### src/hw/rtl/ladsr_pkg.sv
// ---------------------------------------------------------------------------
// ladsr_pkg
// Stage, request and register codes for the linear ADSR envelope.
// ---------------------------------------------------------------------------
package ladsr_pkg;

   typedef logic [2:0] stage_type;
   typedef logic [1:0] req_kind_type;
   typedef logic [1:0] csr_index_type;

   // envelope stages
   localparam stage_type STAGE_ATTACK  = 3'd0;
   localparam stage_type STAGE_DECAY   = 3'd1;
   localparam stage_type STAGE_SUSTAIN = 3'd2;
   localparam stage_type STAGE_RELEASE = 3'd3;
   localparam stage_type STAGE_IDLE    = 3'd4;

   // request kinds
   localparam req_kind_type REQ_TICK     = 2'd0;
   localparam req_kind_type REQ_NOTE_ON  = 2'd1;
   localparam req_kind_type REQ_NOTE_OFF = 2'd2;

   // configuration register indexes
   localparam csr_index_type CSR_ATTACK_STEP   = 2'd0;
   localparam csr_index_type CSR_DECAY_STEP    = 2'd1;
   localparam csr_index_type CSR_SUSTAIN_LEVEL = 2'd2;
   localparam csr_index_type CSR_RELEASE_RATE  = 2'd3;

   localparam int VELOCITY_WIDTH = 7;

endpackage

### src/hw/rtl/linear_adsr_envelope.sv
// ---------------------------------------------------------------------------
// linear_adsr_envelope
// Linear ADSR envelope for one voice, with velocity-scaled amplitude.
// ---------------------------------------------------------------------------
//
//   channel | direction | handshake            | payload
//   --------+-----------+----------------------+-------------------------------
//   req     | in        | req_valid/req_stall  | req_type, req_velocity
//   rsp     | out       | rsp_valid/rsp_stall  | rsp_level, rsp_amplitude,
//           |           |                      | rsp_stage, rsp_active
//   csr     | in        | csr_wr_en            | csr_index, csr_wdata
//
// One request per cycle is accepted unless req_stall is high; each gives one response.
// The envelope state updates in the accept cycle; the amplitude divide by
// 127 runs in the three stages behind it (multiply, residue, exact divide).
// Reset is synchronous: envelope idle at level 0, registers at defaults.
// A stalled response holds in the output register while the stages behind it
// keep filling; req_stall rises only once every stage is occupied.
// ---------------------------------------------------------------------------
module linear_adsr_envelope
   import ladsr_pkg::*;
#(
   parameter int LEVEL_FRAC_BITS = 24
) (
   input  logic                       clock,
   input  logic                       reset,
   // request channel
   input  logic                       req_valid,
   output logic                       req_stall,
   input  logic [1:0]                 req_type,
   input  logic [VELOCITY_WIDTH-1:0]  req_velocity,
   // response channel
   output logic                       rsp_valid,
   input  logic                       rsp_stall,
   output logic [LEVEL_FRAC_BITS:0]   rsp_level,
   output logic [LEVEL_FRAC_BITS:0]   rsp_amplitude,
   output logic [2:0]                 rsp_stage,
   output logic                       rsp_active,
   // configuration write port
   input  logic                       csr_wr_en,
   input  logic [1:0]                 csr_index,
   input  logic [LEVEL_FRAC_BITS:0]   csr_wdata
);

   // level width (Q1.F) and product width; level * velocity + 63 < 2^(F+7)
   localparam int LW    = LEVEL_FRAC_BITS + 1;
   localparam int PW    = LEVEL_FRAC_BITS + 7;
   // residue mod 127 from 7-bit digits, since 128 is 1 mod 127
   localparam int NCH   = (PW + 6) / 7;
   localparam int PADW  = NCH * 7;
   localparam int SUMW  = $clog2(NCH * 127 + 1);
   // doublings of the series 1 + 2^7 + 2^14 + ... needed to cover PW bits
   localparam int NDBL  = $clog2(NCH);

   localparam logic [LW-1:0]   FULL_SCALE = {1'b1, {LEVEL_FRAC_BITS{1'b0}}};
   localparam logic [2*LW-1:0] ROUND_HALF = (2*LW)'(1) << (LEVEL_FRAC_BITS - 1);
   localparam logic [63:0]     START_DEF_WIDE =
      ((64'd6 << LEVEL_FRAC_BITS) + 64'd5) / 64'd10;
   localparam logic [LW-1:0]   START_DEFAULT = START_DEF_WIDE[LW-1:0];

   // ------------------------------------------------------------------
   // configuration registers
   // ------------------------------------------------------------------
   logic [LW-1:0] attack_step_ff;
   logic [LW-1:0] decay_step_ff;
   logic [LW-1:0] sustain_level_ff;
   logic [LW-1:0] release_rate_ff;

   always_ff @(posedge clock) begin
      if (reset) begin
         attack_step_ff   <= LW'(6990);
         decay_step_ff    <= LW'(466);
         sustain_level_ff <= LW'(10066330);
         release_rate_ff  <= LW'(699);
      end else if (csr_wr_en) begin
         unique case (csr_index)
            CSR_ATTACK_STEP:   attack_step_ff   <= csr_wdata;
            CSR_DECAY_STEP:    decay_step_ff    <= csr_wdata;
            CSR_SUSTAIN_LEVEL: sustain_level_ff <= csr_wdata;
            CSR_RELEASE_RATE:  release_rate_ff  <= csr_wdata;
            default: ;
         endcase
      end
   end

   // ------------------------------------------------------------------
   // pipeline flow control: a stage loads when it is empty or its
   // occupant moves on in the same cycle
   // ------------------------------------------------------------------
   logic s1_valid_ff, s2_valid_ff, s3_valid_ff, rsp_valid_ff;
   logic s1_valid_in, s2_valid_in, s3_valid_in, rsp_valid_in;
   logic out_load, s3_load, s2_load, s1_load;
   logic req_accept;

   assign out_load   = !rsp_valid_ff || !rsp_stall;
   assign s3_load    = !s3_valid_ff || out_load;
   assign s2_load    = !s2_valid_ff || s3_load;
   assign s1_load    = !s1_valid_ff || s2_load;
   assign req_stall  = !s1_load;
   assign req_accept = req_valid && s1_load;

   assign s1_valid_in  = s1_load  ? req_valid   : s1_valid_ff;
   assign s2_valid_in  = s2_load  ? s1_valid_ff : s2_valid_ff;
   assign s3_valid_in  = s3_load  ? s2_valid_ff : s3_valid_ff;
   assign rsp_valid_in = out_load ? s3_valid_ff : rsp_valid_ff;

   always_ff @(posedge clock) begin
      if (reset) begin
         s1_valid_ff  <= 1'b0;
         s2_valid_ff  <= 1'b0;
         s3_valid_ff  <= 1'b0;
         rsp_valid_ff <= 1'b0;
      end else begin
         s1_valid_ff  <= s1_valid_in;
         s2_valid_ff  <= s2_valid_in;
         s3_valid_ff  <= s3_valid_in;
         rsp_valid_ff <= rsp_valid_in;
      end
   end

   // ------------------------------------------------------------------
   // envelope state, updated on each accepted request
   // ------------------------------------------------------------------
   logic [LW-1:0]             level_ff, level_in;
   logic [2:0]                phase_ff, phase_in;
   logic                      held_ff, held_in;
   logic [LW-1:0]             release_step_ff, release_step_in;
   logic [VELOCITY_WIDTH-1:0] note_velocity_ff, note_velocity_in;

   logic [LW-1:0]   sustain_eff;
   logic [LW-1:0]   rel_base;
   logic [LW-1:0]   rel_start;
   logic [2*LW-1:0] rel_product;
   logic [LW-1:0]   rel_step_calc;
   logic [LW:0]     attack_sum;
   logic [LW:0]     decay_floor;

   // sustain above full scale acts as full scale
   assign sustain_eff = (sustain_level_ff > FULL_SCALE) ? FULL_SCALE : sustain_level_ff;

   // release start: a tick only enters release from sustain, where the level
   // becomes the sustain level first; a note-off starts from the level
   assign rel_base      = (req_type == REQ_TICK) ? sustain_eff : level_ff;
   assign rel_start     = (rel_base == '0) ? START_DEFAULT : rel_base;
   assign rel_product   = (2*LW)'(rel_start) * (2*LW)'(release_rate_ff) + ROUND_HALF;
   assign rel_step_calc = rel_product[LEVEL_FRAC_BITS +: LW];

   assign attack_sum  = {1'b0, level_ff} + {1'b0, attack_step_ff};
   assign decay_floor = {1'b0, sustain_eff} + {1'b0, decay_step_ff};

   always_comb begin
      level_in         = level_ff;
      phase_in         = phase_ff;
      held_in          = held_ff;
      release_step_in  = release_step_ff;
      note_velocity_in = note_velocity_ff;
      if (req_accept) begin
         priority if (req_type == REQ_TICK) begin
            unique case (phase_ff)
               STAGE_ATTACK: begin
                  // rise, saturate at full scale
                  if (attack_sum >= {1'b0, FULL_SCALE}) begin
                     level_in = FULL_SCALE;
                     phase_in = STAGE_DECAY;
                  end else begin
                     level_in = attack_sum[LW-1:0];
                  end
               end
               STAGE_DECAY: begin
                  // fall, clamp at sustain
                  if ({1'b0, level_ff} <= decay_floor) begin
                     level_in = sustain_eff;
                     phase_in = STAGE_SUSTAIN;
                  end else begin
                     level_in = level_ff - decay_step_ff;
                  end
               end
               STAGE_SUSTAIN: begin
                  level_in = sustain_eff;
                  if (!held_ff) begin
                     release_step_in = rel_step_calc;
                     phase_in        = STAGE_RELEASE;
                  end
               end
               STAGE_RELEASE: begin
                  // fall by the latched step, then go idle at zero
                  if (level_ff <= release_step_ff) begin
                     level_in = '0;
                     phase_in = STAGE_IDLE;
                  end else begin
                     level_in = level_ff - release_step_ff;
                  end
               end
               default: ;
            endcase
         end else if (req_type == REQ_NOTE_ON && req_velocity != '0) begin
            // restart the voice from zero
            level_in         = '0;
            phase_in         = STAGE_ATTACK;
            held_in          = 1'b1;
            release_step_in  = '0;
            note_velocity_in = req_velocity;
         end else if (req_type == REQ_NOTE_ON || req_type == REQ_NOTE_OFF) begin
            // note-off, or note-on at zero velocity
            held_in = 1'b0;
            if (phase_ff < STAGE_RELEASE) begin
               release_step_in = rel_step_calc;
               phase_in        = STAGE_RELEASE;
            end
         end else begin
            // unused request kind: state holds
         end
      end
   end

   always_ff @(posedge clock) begin
      if (reset) begin
         level_ff         <= '0;
         phase_ff         <= STAGE_IDLE;
         held_ff          <= 1'b0;
         release_step_ff  <= '0;
         note_velocity_ff <= '0;
      end else begin
         level_ff         <= level_in;
         phase_ff         <= phase_in;
         held_ff          <= held_in;
         release_step_ff  <= release_step_in;
         note_velocity_ff <= note_velocity_in;
      end
   end

   // ------------------------------------------------------------------
   // stage 1: snapshot of the state after the request
   // ------------------------------------------------------------------
   logic [LW-1:0]             s1_level_ff;
   logic [VELOCITY_WIDTH-1:0] s1_velocity_ff;
   logic [2:0]                s1_phase_ff;

   always_ff @(posedge clock) begin
      if (s1_load) begin
         s1_level_ff    <= level_in;
         s1_velocity_ff <= note_velocity_in;
         s1_phase_ff    <= phase_in;
      end
   end

   // ------------------------------------------------------------------
   // stage 2: level * velocity + 63 (rounding bias for the divide)
   // ------------------------------------------------------------------
   logic [LW+VELOCITY_WIDTH-1:0] s2_product;
   logic [PW-1:0]                s2_biased_ff;
   logic [LW-1:0]                s2_level_ff;
   logic [2:0]                   s2_phase_ff;

   assign s2_product = (LW+VELOCITY_WIDTH)'(s1_level_ff) * (LW+VELOCITY_WIDTH)'(s1_velocity_ff)
                     + (LW+VELOCITY_WIDTH)'(63);

   always_ff @(posedge clock) begin
      if (s2_load) begin
         s2_biased_ff <= s2_product[PW-1:0];
         s2_level_ff  <= s1_level_ff;
         s2_phase_ff  <= s1_phase_ff;
      end
   end

   // ------------------------------------------------------------------
   // stage 3: residue of the biased product mod 127
   // ------------------------------------------------------------------
   logic [PADW-1:0] s3_padded;
   logic [SUMW-1:0] s3_digit_sum;
   logic [7:0]      s3_fold;
   logic [6:0]      s3_residue;
   logic [PW-1:0]   s3_biased_ff;
   logic [6:0]      s3_residue_ff;
   logic [LW-1:0]   s3_level_ff;
   logic [2:0]      s3_phase_ff;

   assign s3_padded = PADW'(s2_biased_ff);

   always_comb begin
      s3_digit_sum = '0;
      for (int i = 0; i < NCH; i++) begin
         s3_digit_sum = s3_digit_sum + SUMW'(s3_padded[7*i +: 7]);
      end
   end

   // one more fold brings the sum below 2 * 127
   assign s3_fold    = {1'b0, s3_digit_sum[6:0]} + 8'(s3_digit_sum >> 7);
   assign s3_residue = (s3_fold >= 8'd127) ? 7'(s3_fold - 8'd127) : s3_fold[6:0];

   always_ff @(posedge clock) begin
      if (s3_load) begin
         s3_biased_ff  <= s2_biased_ff;
         s3_residue_ff <= s3_residue;
         s3_level_ff   <= s2_level_ff;
         s3_phase_ff   <= s2_phase_ff;
      end
   end

   // ------------------------------------------------------------------
   // output stage: exact divide of the multiple of 127, by multiplying
   // with the inverse of 127 mod 2^PW, -(1 + 2^7 + 2^14 + ...)
   // ------------------------------------------------------------------
   logic [PW-1:0] out_multiple;
   logic [PW-1:0] out_series;
   logic [PW-1:0] out_quotient;

   logic [LW-1:0] rsp_level_ff;
   logic [LW-1:0] rsp_amplitude_ff;
   logic [2:0]    rsp_stage_ff;
   logic          rsp_active_ff;

   assign out_multiple = s3_biased_ff - PW'(s3_residue_ff);

   always_comb begin
      out_series = out_multiple;
      for (int i = 0; i < NDBL; i++) begin
         out_series = out_series + (out_series << (7 << i));
      end
   end

   assign out_quotient = ~out_series + PW'(1);

   always_ff @(posedge clock) begin
      if (out_load) begin
         rsp_level_ff     <= s3_level_ff;
         rsp_amplitude_ff <= out_quotient[LW-1:0];
         rsp_stage_ff     <= s3_phase_ff;
         rsp_active_ff    <= (s3_phase_ff != STAGE_IDLE);
      end
   end

   assign rsp_valid     = rsp_valid_ff;
   assign rsp_level     = rsp_level_ff;
   assign rsp_amplitude = rsp_amplitude_ff;
   assign rsp_stage     = rsp_stage_ff;
   assign rsp_active    = rsp_active_ff;

   // ------------------------------------------------------------------
   // assertions
   // ------------------------------------------------------------------
   // a held note never sits in release or idle
   assert property (@(posedge clock) disable iff (reset)
      held_ff |-> (phase_ff < STAGE_RELEASE))
      else $error("held note outside attack, decay or sustain");

   // velocity scaling never raises the level
   assert property (@(posedge clock) disable iff (reset)
      rsp_valid_ff |-> (rsp_amplitude_ff <= rsp_level_ff))
      else $error("amplitude above envelope level");

   // level stays within full scale
   assert property (@(posedge clock) disable iff (reset)
      rsp_valid_ff |-> (rsp_level_ff <= FULL_SCALE))
      else $error("envelope level above full scale");

   // an idle voice reports zero level and amplitude
   assert property (@(posedge clock) disable iff (reset)
      (rsp_valid_ff && rsp_stage_ff == STAGE_IDLE) |->
         (rsp_level_ff == '0 && rsp_amplitude_ff == '0))
      else $error("idle voice with nonzero level");

   // an empty first stage never stalls the request side
   assert property (@(posedge clock) disable iff (reset)
      !s1_valid_ff |-> !req_stall)
      else $error("request stalled with empty pipeline");

endmodule
### config.mk
export PLATFORM = sky130hd
export DESIGN_NAME = linear_adsr_envelope
export DESIGN_NICKNAME = d
export VERILOG_FILES = /design/src/hw/rtl/ladsr_pkg.sv /design/src/hw/rtl/linear_adsr_envelope.sv
export SDC_FILE = /design/constraint.sdc
export NUM_CORES = 2
export LEC_CHECK = 0
export BUFFER_PORTS_ARGS = -buffer_cell sky130_fd_sc_hd__buf_4
export CAP_MARGIN = 20
export CORE_AREA = 2 2 274 276
export DETAILED_ROUTE_END_ITERATION = 16
export DIE_AREA = 0 0 276 278
export GPL_ROUTABILITY_DRIVEN = 0
export PLACE_DENSITY = 0.81
export SLEW_MARGIN = 20
export SYNTH_ARGS = -nofsm -noshare
export SYNTH_HDL_FRONTEND = slang
export SYNTH_SLANG_ARGS = --single-unit
### constraint.sdc
create_clock -name clock -period 13.8 [get_ports clock]
set_input_delay 2.07 -clock clock [delete_from_list [all_inputs] [get_ports clock]]
set_output_delay 2.07 -clock clock [all_outputs]
set_load 0.03 [all_outputs]
# Yosys cells after proc, flatten, opt, wreduce, memory -nomap -nowiden

Cells that the tools add are included.
Widths: inputs -> output; s select.

Multiplexer cells: 32
Multipliers: 2
Bitwise logic cells: 2
Add/subtract/negate cells: 17
Equality and inequality tests: 11
Order comparisons: 6
Reductions and logical operators: 27

Operators by type and width:

| operator               | number |
|---|---|
| $mux 25                | 15 |
| $pmux 25 s4            | 1 |
| $add 25x25->26         | 2 |
| $add 25x1->25 const B  | 2 |
| $add 25x25->25         | 2 |
| $sub 25x25->25         | 2 |
| $add 49x24->49 const B | 1 |
| $mul 25x25->49         | 1 |
| $add 31x6->31 const B  | 1 |
| $mul 25x7->31          | 1 |
| $mux 7                 | 4 |
| $mux 3                 | 9 |
| $ge 26x25->1 const B   | 1 |
| $le 25x26->1           | 1 |
| $gt 25x25->1 const B   | 1 |
| $le 25x25->1           | 1 |
| $logic_not 25->1       | 1 |
| $not 25->25            | 1 |
| $sub 25x7->25          | 1 |
| $pmux 3 s4             | 1 |
| $add 10x3->10          | 1 |
| $add 9x7->10           | 1 |
| $add 8x7->9            | 1 |
| $add 7x3->8            | 1 |
| other kinds (24)       | 44 |

Output and inout bits: 56
Bits in registers: 373
Word-level logic and storage cells: 124
Input port bits: 41

# Depth between registers and ports, before layout

Word-level depth: 11
Mapped depth: 38
Depth with buffers taken out: 34

# Least setup slack after synthesis

No wires, ideal clock.

Kind: input -> register
From: input req_type[1]
To: register release_step_ff[18]
Stages: 34
Path slack: 3.591 ns
Setup time: 0.074 ns
Buffers on the path: 3
Data arrival time: 10.134 ns
Data required time: 13.726 ns
Cells stage by stage: inv_1 ha_1 clkbuf_1 mux2_2 nor2_1 o2111ai_1 or4_1 buf_2 nand2_1 buf_2 nand2_1 fa_1 inv_1 fa_1 inv_1 fa_1 fa_1 inv_1 fa_1 fa_1 inv_1 fa_1 inv_1 ha_1 and3_1 nand4_1 or4_1 a31oi_1 o2111ai_1 and2_1 o21ai_0 a21oi_1 xor2_1 o21ai_0

Cells in the longest elaborated chain, start to end: 10

Ends and longest elaborated chain:

| item                   | RTL line                                                 | RTL |
|---|---|---|
| start: declaration     | linear_adsr_envelope.sv:30                               | `input logic [1:0] req_type,` |
| $logic_not 2->1        | linear_adsr_envelope.sv:143, linear_adsr_envelope.sv:158 |  |
| $mux 25                | linear_adsr_envelope.sv:143                              | `assign rel_base = (req_type == REQ_TICK) ? sustain_eff : level_ff;` |
| $logic_not 25->1       | linear_adsr_envelope.sv:144                              | `assign rel_start = (rel_base == '0) ? START_DEFAULT : rel_base;` |
| $mux 25                | linear_adsr_envelope.sv:144                              |  |
| $mul 25x25->49         | linear_adsr_envelope.sv:145                              | `assign rel_product = (2*LW)'(rel_start) * (2*LW)'(release_rate_ff) + ROUND_HALF;` |
| $add 49x24->49         | linear_adsr_envelope.sv:145                              |  |
| $mux 25                | linear_adsr_envelope.sv:206                              | `if (phase_ff < STAGE_RELEASE) begin` |
| $mux 25                | linear_adsr_envelope.sv:203                              | `end else if (req_type == REQ_NOTE_ON \|\| req_type == REQ_NOTE_OFF) begin` |
| $mux 25                | linear_adsr_envelope.sv:196                              | `end else if (req_type == REQ_NOTE_ON && req_velocity != '0) begin` |
| $mux 25                | linear_adsr_envelope.sv:158                              | `priority if (req_type == REQ_TICK) begin` |
| end signal: assignment | linear_adsr_envelope.sv:227                              | `release_step_ff <= release_step_in;` |
| end: declaration       | linear_adsr_envelope.sv:127                              | `logic [LW-1:0] release_step_ff, release_step_in;` |

Several ways; a longest one is shown, not always the timed one. The select of a mux whose other input is x is not followed.
A chain may end at the register's enable or synchronous reset.

# Worst setup path after layout

Same ends and word-level chain as after synthesis.

==> metrics.txt <==
status=finished, violations left; failing checks=design-rule violations; CTS Buf Count=41; #FFs+latches synth=373; hold endpoint=s3_level_ff[9]; syn_nets=6,297; total congestion overflow=0; remaining antenna violation count=0; DRT Wirelength=129,000 µm; Largest Register=s2_biased_ff; Die X=276 µm; H-tree lvl count=2; Initial Util=0.642; Rows=100; ys flop type=edfxtp_1; post-cts repair resize count=0; upper clock frequency limit=83.2 MHz; asr flop ratio synth=0; clock skew=26.7 ps; Netlist cell types=93; worst endpoint required time=14,220 ps; worst r2r path cells=31; DRC=16; Clk Latency, worst-skew pair=590 ps; RSZ-0062 raised after global routing=false; Iter 0 DRT Violations=3,400; TNS Setup=0 ps; clock-pin slew on the worst setup and hold paths=60 ps; R2R Path End=release_step_ff[18]; critical path fanouts, max=26; core area=73,800 µm²; clk buf depth=3; most frequent CP cell=fa_1; CP Launch Type=primary input; die height=between 200 and 300 µm; dominant cell type by area after synthesis=fa_1; CP Buf/Inv Count=7; via count=37,400; CP max stage cell=nand2_1; DP HPWL=98,900 µm; Synth top area share=0.282; Synth Area per Inst=9.21 µm²; Lkg Pwr=between 20 and 25 nW; first-pass GRT wire length=roughly 200,000 µm; Fillers=5,649; hold depth=0; CTS tree=done; worst slew pin tran=1100 ps; # port buffers=96; crit-path max cell delay=~930 ps; Total GRT Usage=0.341; initial antenna violation count=4; crit path time final=12,020 ps; total power=8.37 mW; Pre-Repair DR Iteration Count=12; Cell Pwr Density=166 nW/µm²; DIE AREA=76,700 µm²; CP Capture Type=flop; max reg flops=31; part of the cycle the worst path needs=0.871; Slew headroom=0.266; fin. max-slew vios=0; Post-Syn Instances=5,149; Critical Path AT=12,440 ps; worst r2r src=sustain_level_ff[1]; final net count=6,300; pin count of the biggest net entering global routing=105; synthesized area=47,400 µm²; vias per cell=6.08; Worst R2R Setup Slack=2170 ps; Post-CTS Setup Inserts=0; min-delay src=s2_level_ff[9]; number of global-route vias before repair=38,900; synth warn=0; Ports=97; HP Class=flop to flop; Crit path max-delay family=adder cells; setup violators final=0; clock root cell=clkbuf_16; number of synthesized flops with an enable pin=208; CTS hold repair buffers=0; TritonCTS Sinks=373; Seq/Total Area, Yosys=0.201; VDD IR max=0.364 mV; drt wl/cell=21.0 µm; critical setup path kind=primary input to flop; final hold violation count=0; Layout area overhead=6.38%; max cap viols=0; ratio of cells with drive above 1 in the final layout=0.0582; ranking of synthesized cells by area=fa_1, edfxtp_1, ha_1
## where the power goes
part	switching (mW)	internal, mW	total (mW)
clock network	0.484	0.645	1.13
logic	3.37	2.41	5.78
registers	0.0678	1.40	1.46
total	3.92	4.45	8.37
## cell families after synthesis
logic type,Yosys count,synth area share
fa+ha+maj,1107,0.398
compound gates,741,0.101
buf+inv,1007,0.0802
simple gates,1687,0.175
flops,373,0.201
xor+xnor,211,0.0396
mux,23,0.00536
## layout by cell type (no fill, tap or decap), types with 14 or more instances in the layout
cell type and instances:
or3_1 22, nand4_1 15, o21a_1 42, a21o_1 64, o31ai_1 16, and3_1 16, nor2b_1 47, mux2_2 19
and2_1 431, o21ai_0 136, nor2_1 167, ha_1 439, buf_4 151, nor4_1 20, nand2b_1 35, nand2_1 750
inv_1 814, o21bai_1 25, nand3b_1 36, xor2_1 68, a31oi_1 25, a221oi_1 17, fa_1 668, clkbuf_16 42
nand3_1 33, o211ai_1 14, a21oi_1 227, nor3_1 52, a211oi_1 25, dfxtp_1 164, edfxtp_1 208, xnor2_1 140
## cell type report
type / instances / area [µm²] / area share
clock inverter: 25 / 259 / 0.00513
sequential: 373 / 9550 / 0.189
timing repair buffer: 151 / 1130 / 0.0225
antenna: 3 / 7.51 / 0.000149
inverter: 816 / 3060 / 0.0607
clock buffer: 51 / 1120 / 0.0223
tap: 969 / 1210 / 0.0240
multi-input combinational: 3769 / 34100 / 0.676
## synth_stat cells, types with 12 or more instances
cell type / count
a221oi_1: 17
mux2_2: 19
nand3_1: 34
a21o_1: 64
o22ai_1: 12
nand2_1: 752
nand3b_1: 36
or2_2: 13
nor4_1: 20
a31oi_1: 25
ha_1: 439
inv_1: 815
nor2_1: 168
dfxtp_1: 165
buf_2: 19
nand2b_1: 35
or3_1: 22
nor3_1: 52
o21a_1: 42
and2_1: 431
o211ai_1: 14
o21ai_0: 137
o21bai_1: 25
xnor2_1: 140
edfxtp_1: 208
nand4_1: 15
and3_1: 16
a21oi_1: 227
fa_1: 668
xor2_1: 68
o31ai_1: 16
clkbuf_1: 162
o21ai_1: 14
nor2b_1: 48
a211oi_1: 25
## stage by stage
stage / worst slack, ps / cells / hold slack [ps] / utilization / area, µm²
finish: 1780 / 6157 / 418 / 0.683 / 50500
global route: 1350 / 6155 / 422 / 0.683 / 50400
CTS: 1940 / 6154 / 410 / 0.683 / 50400
detailed placement: 1360 / 6078 / 405 / 0.665 / 49100
global placement: 1570 / 6078 / 402 / 0.665 / 49100
floorplan: 3590 / 5149 / 400 / - / 47400
## per-layer routing
layer,GRT usage,vias to the layer above,part of all wire
met5,0,-,0
met1,0.431,18300,0.37
met3,0.0628,549,0.10
met2,0.565,1964,0.47
li1,-,16600,-
met4,0.177,0,0.060
## worst max-delay path by stage
stage                      from                   to  slack [ps]  depth (start not counted)
finish              req_type[1]  release_step_ff[18]        1780                         32
global route        req_type[0]  release_step_ff[18]        1350                         32
CTS                 req_type[1]  release_step_ff[18]        1940                         32
detailed placement  req_type[1]  release_step_ff[18]        1360                         32
global placement    req_type[1]  release_step_ff[18]        1570                         32
floorplan           req_type[1]  release_step_ff[18]        3590                         34
No activity file was read; power rests on OpenSTA's default activity.
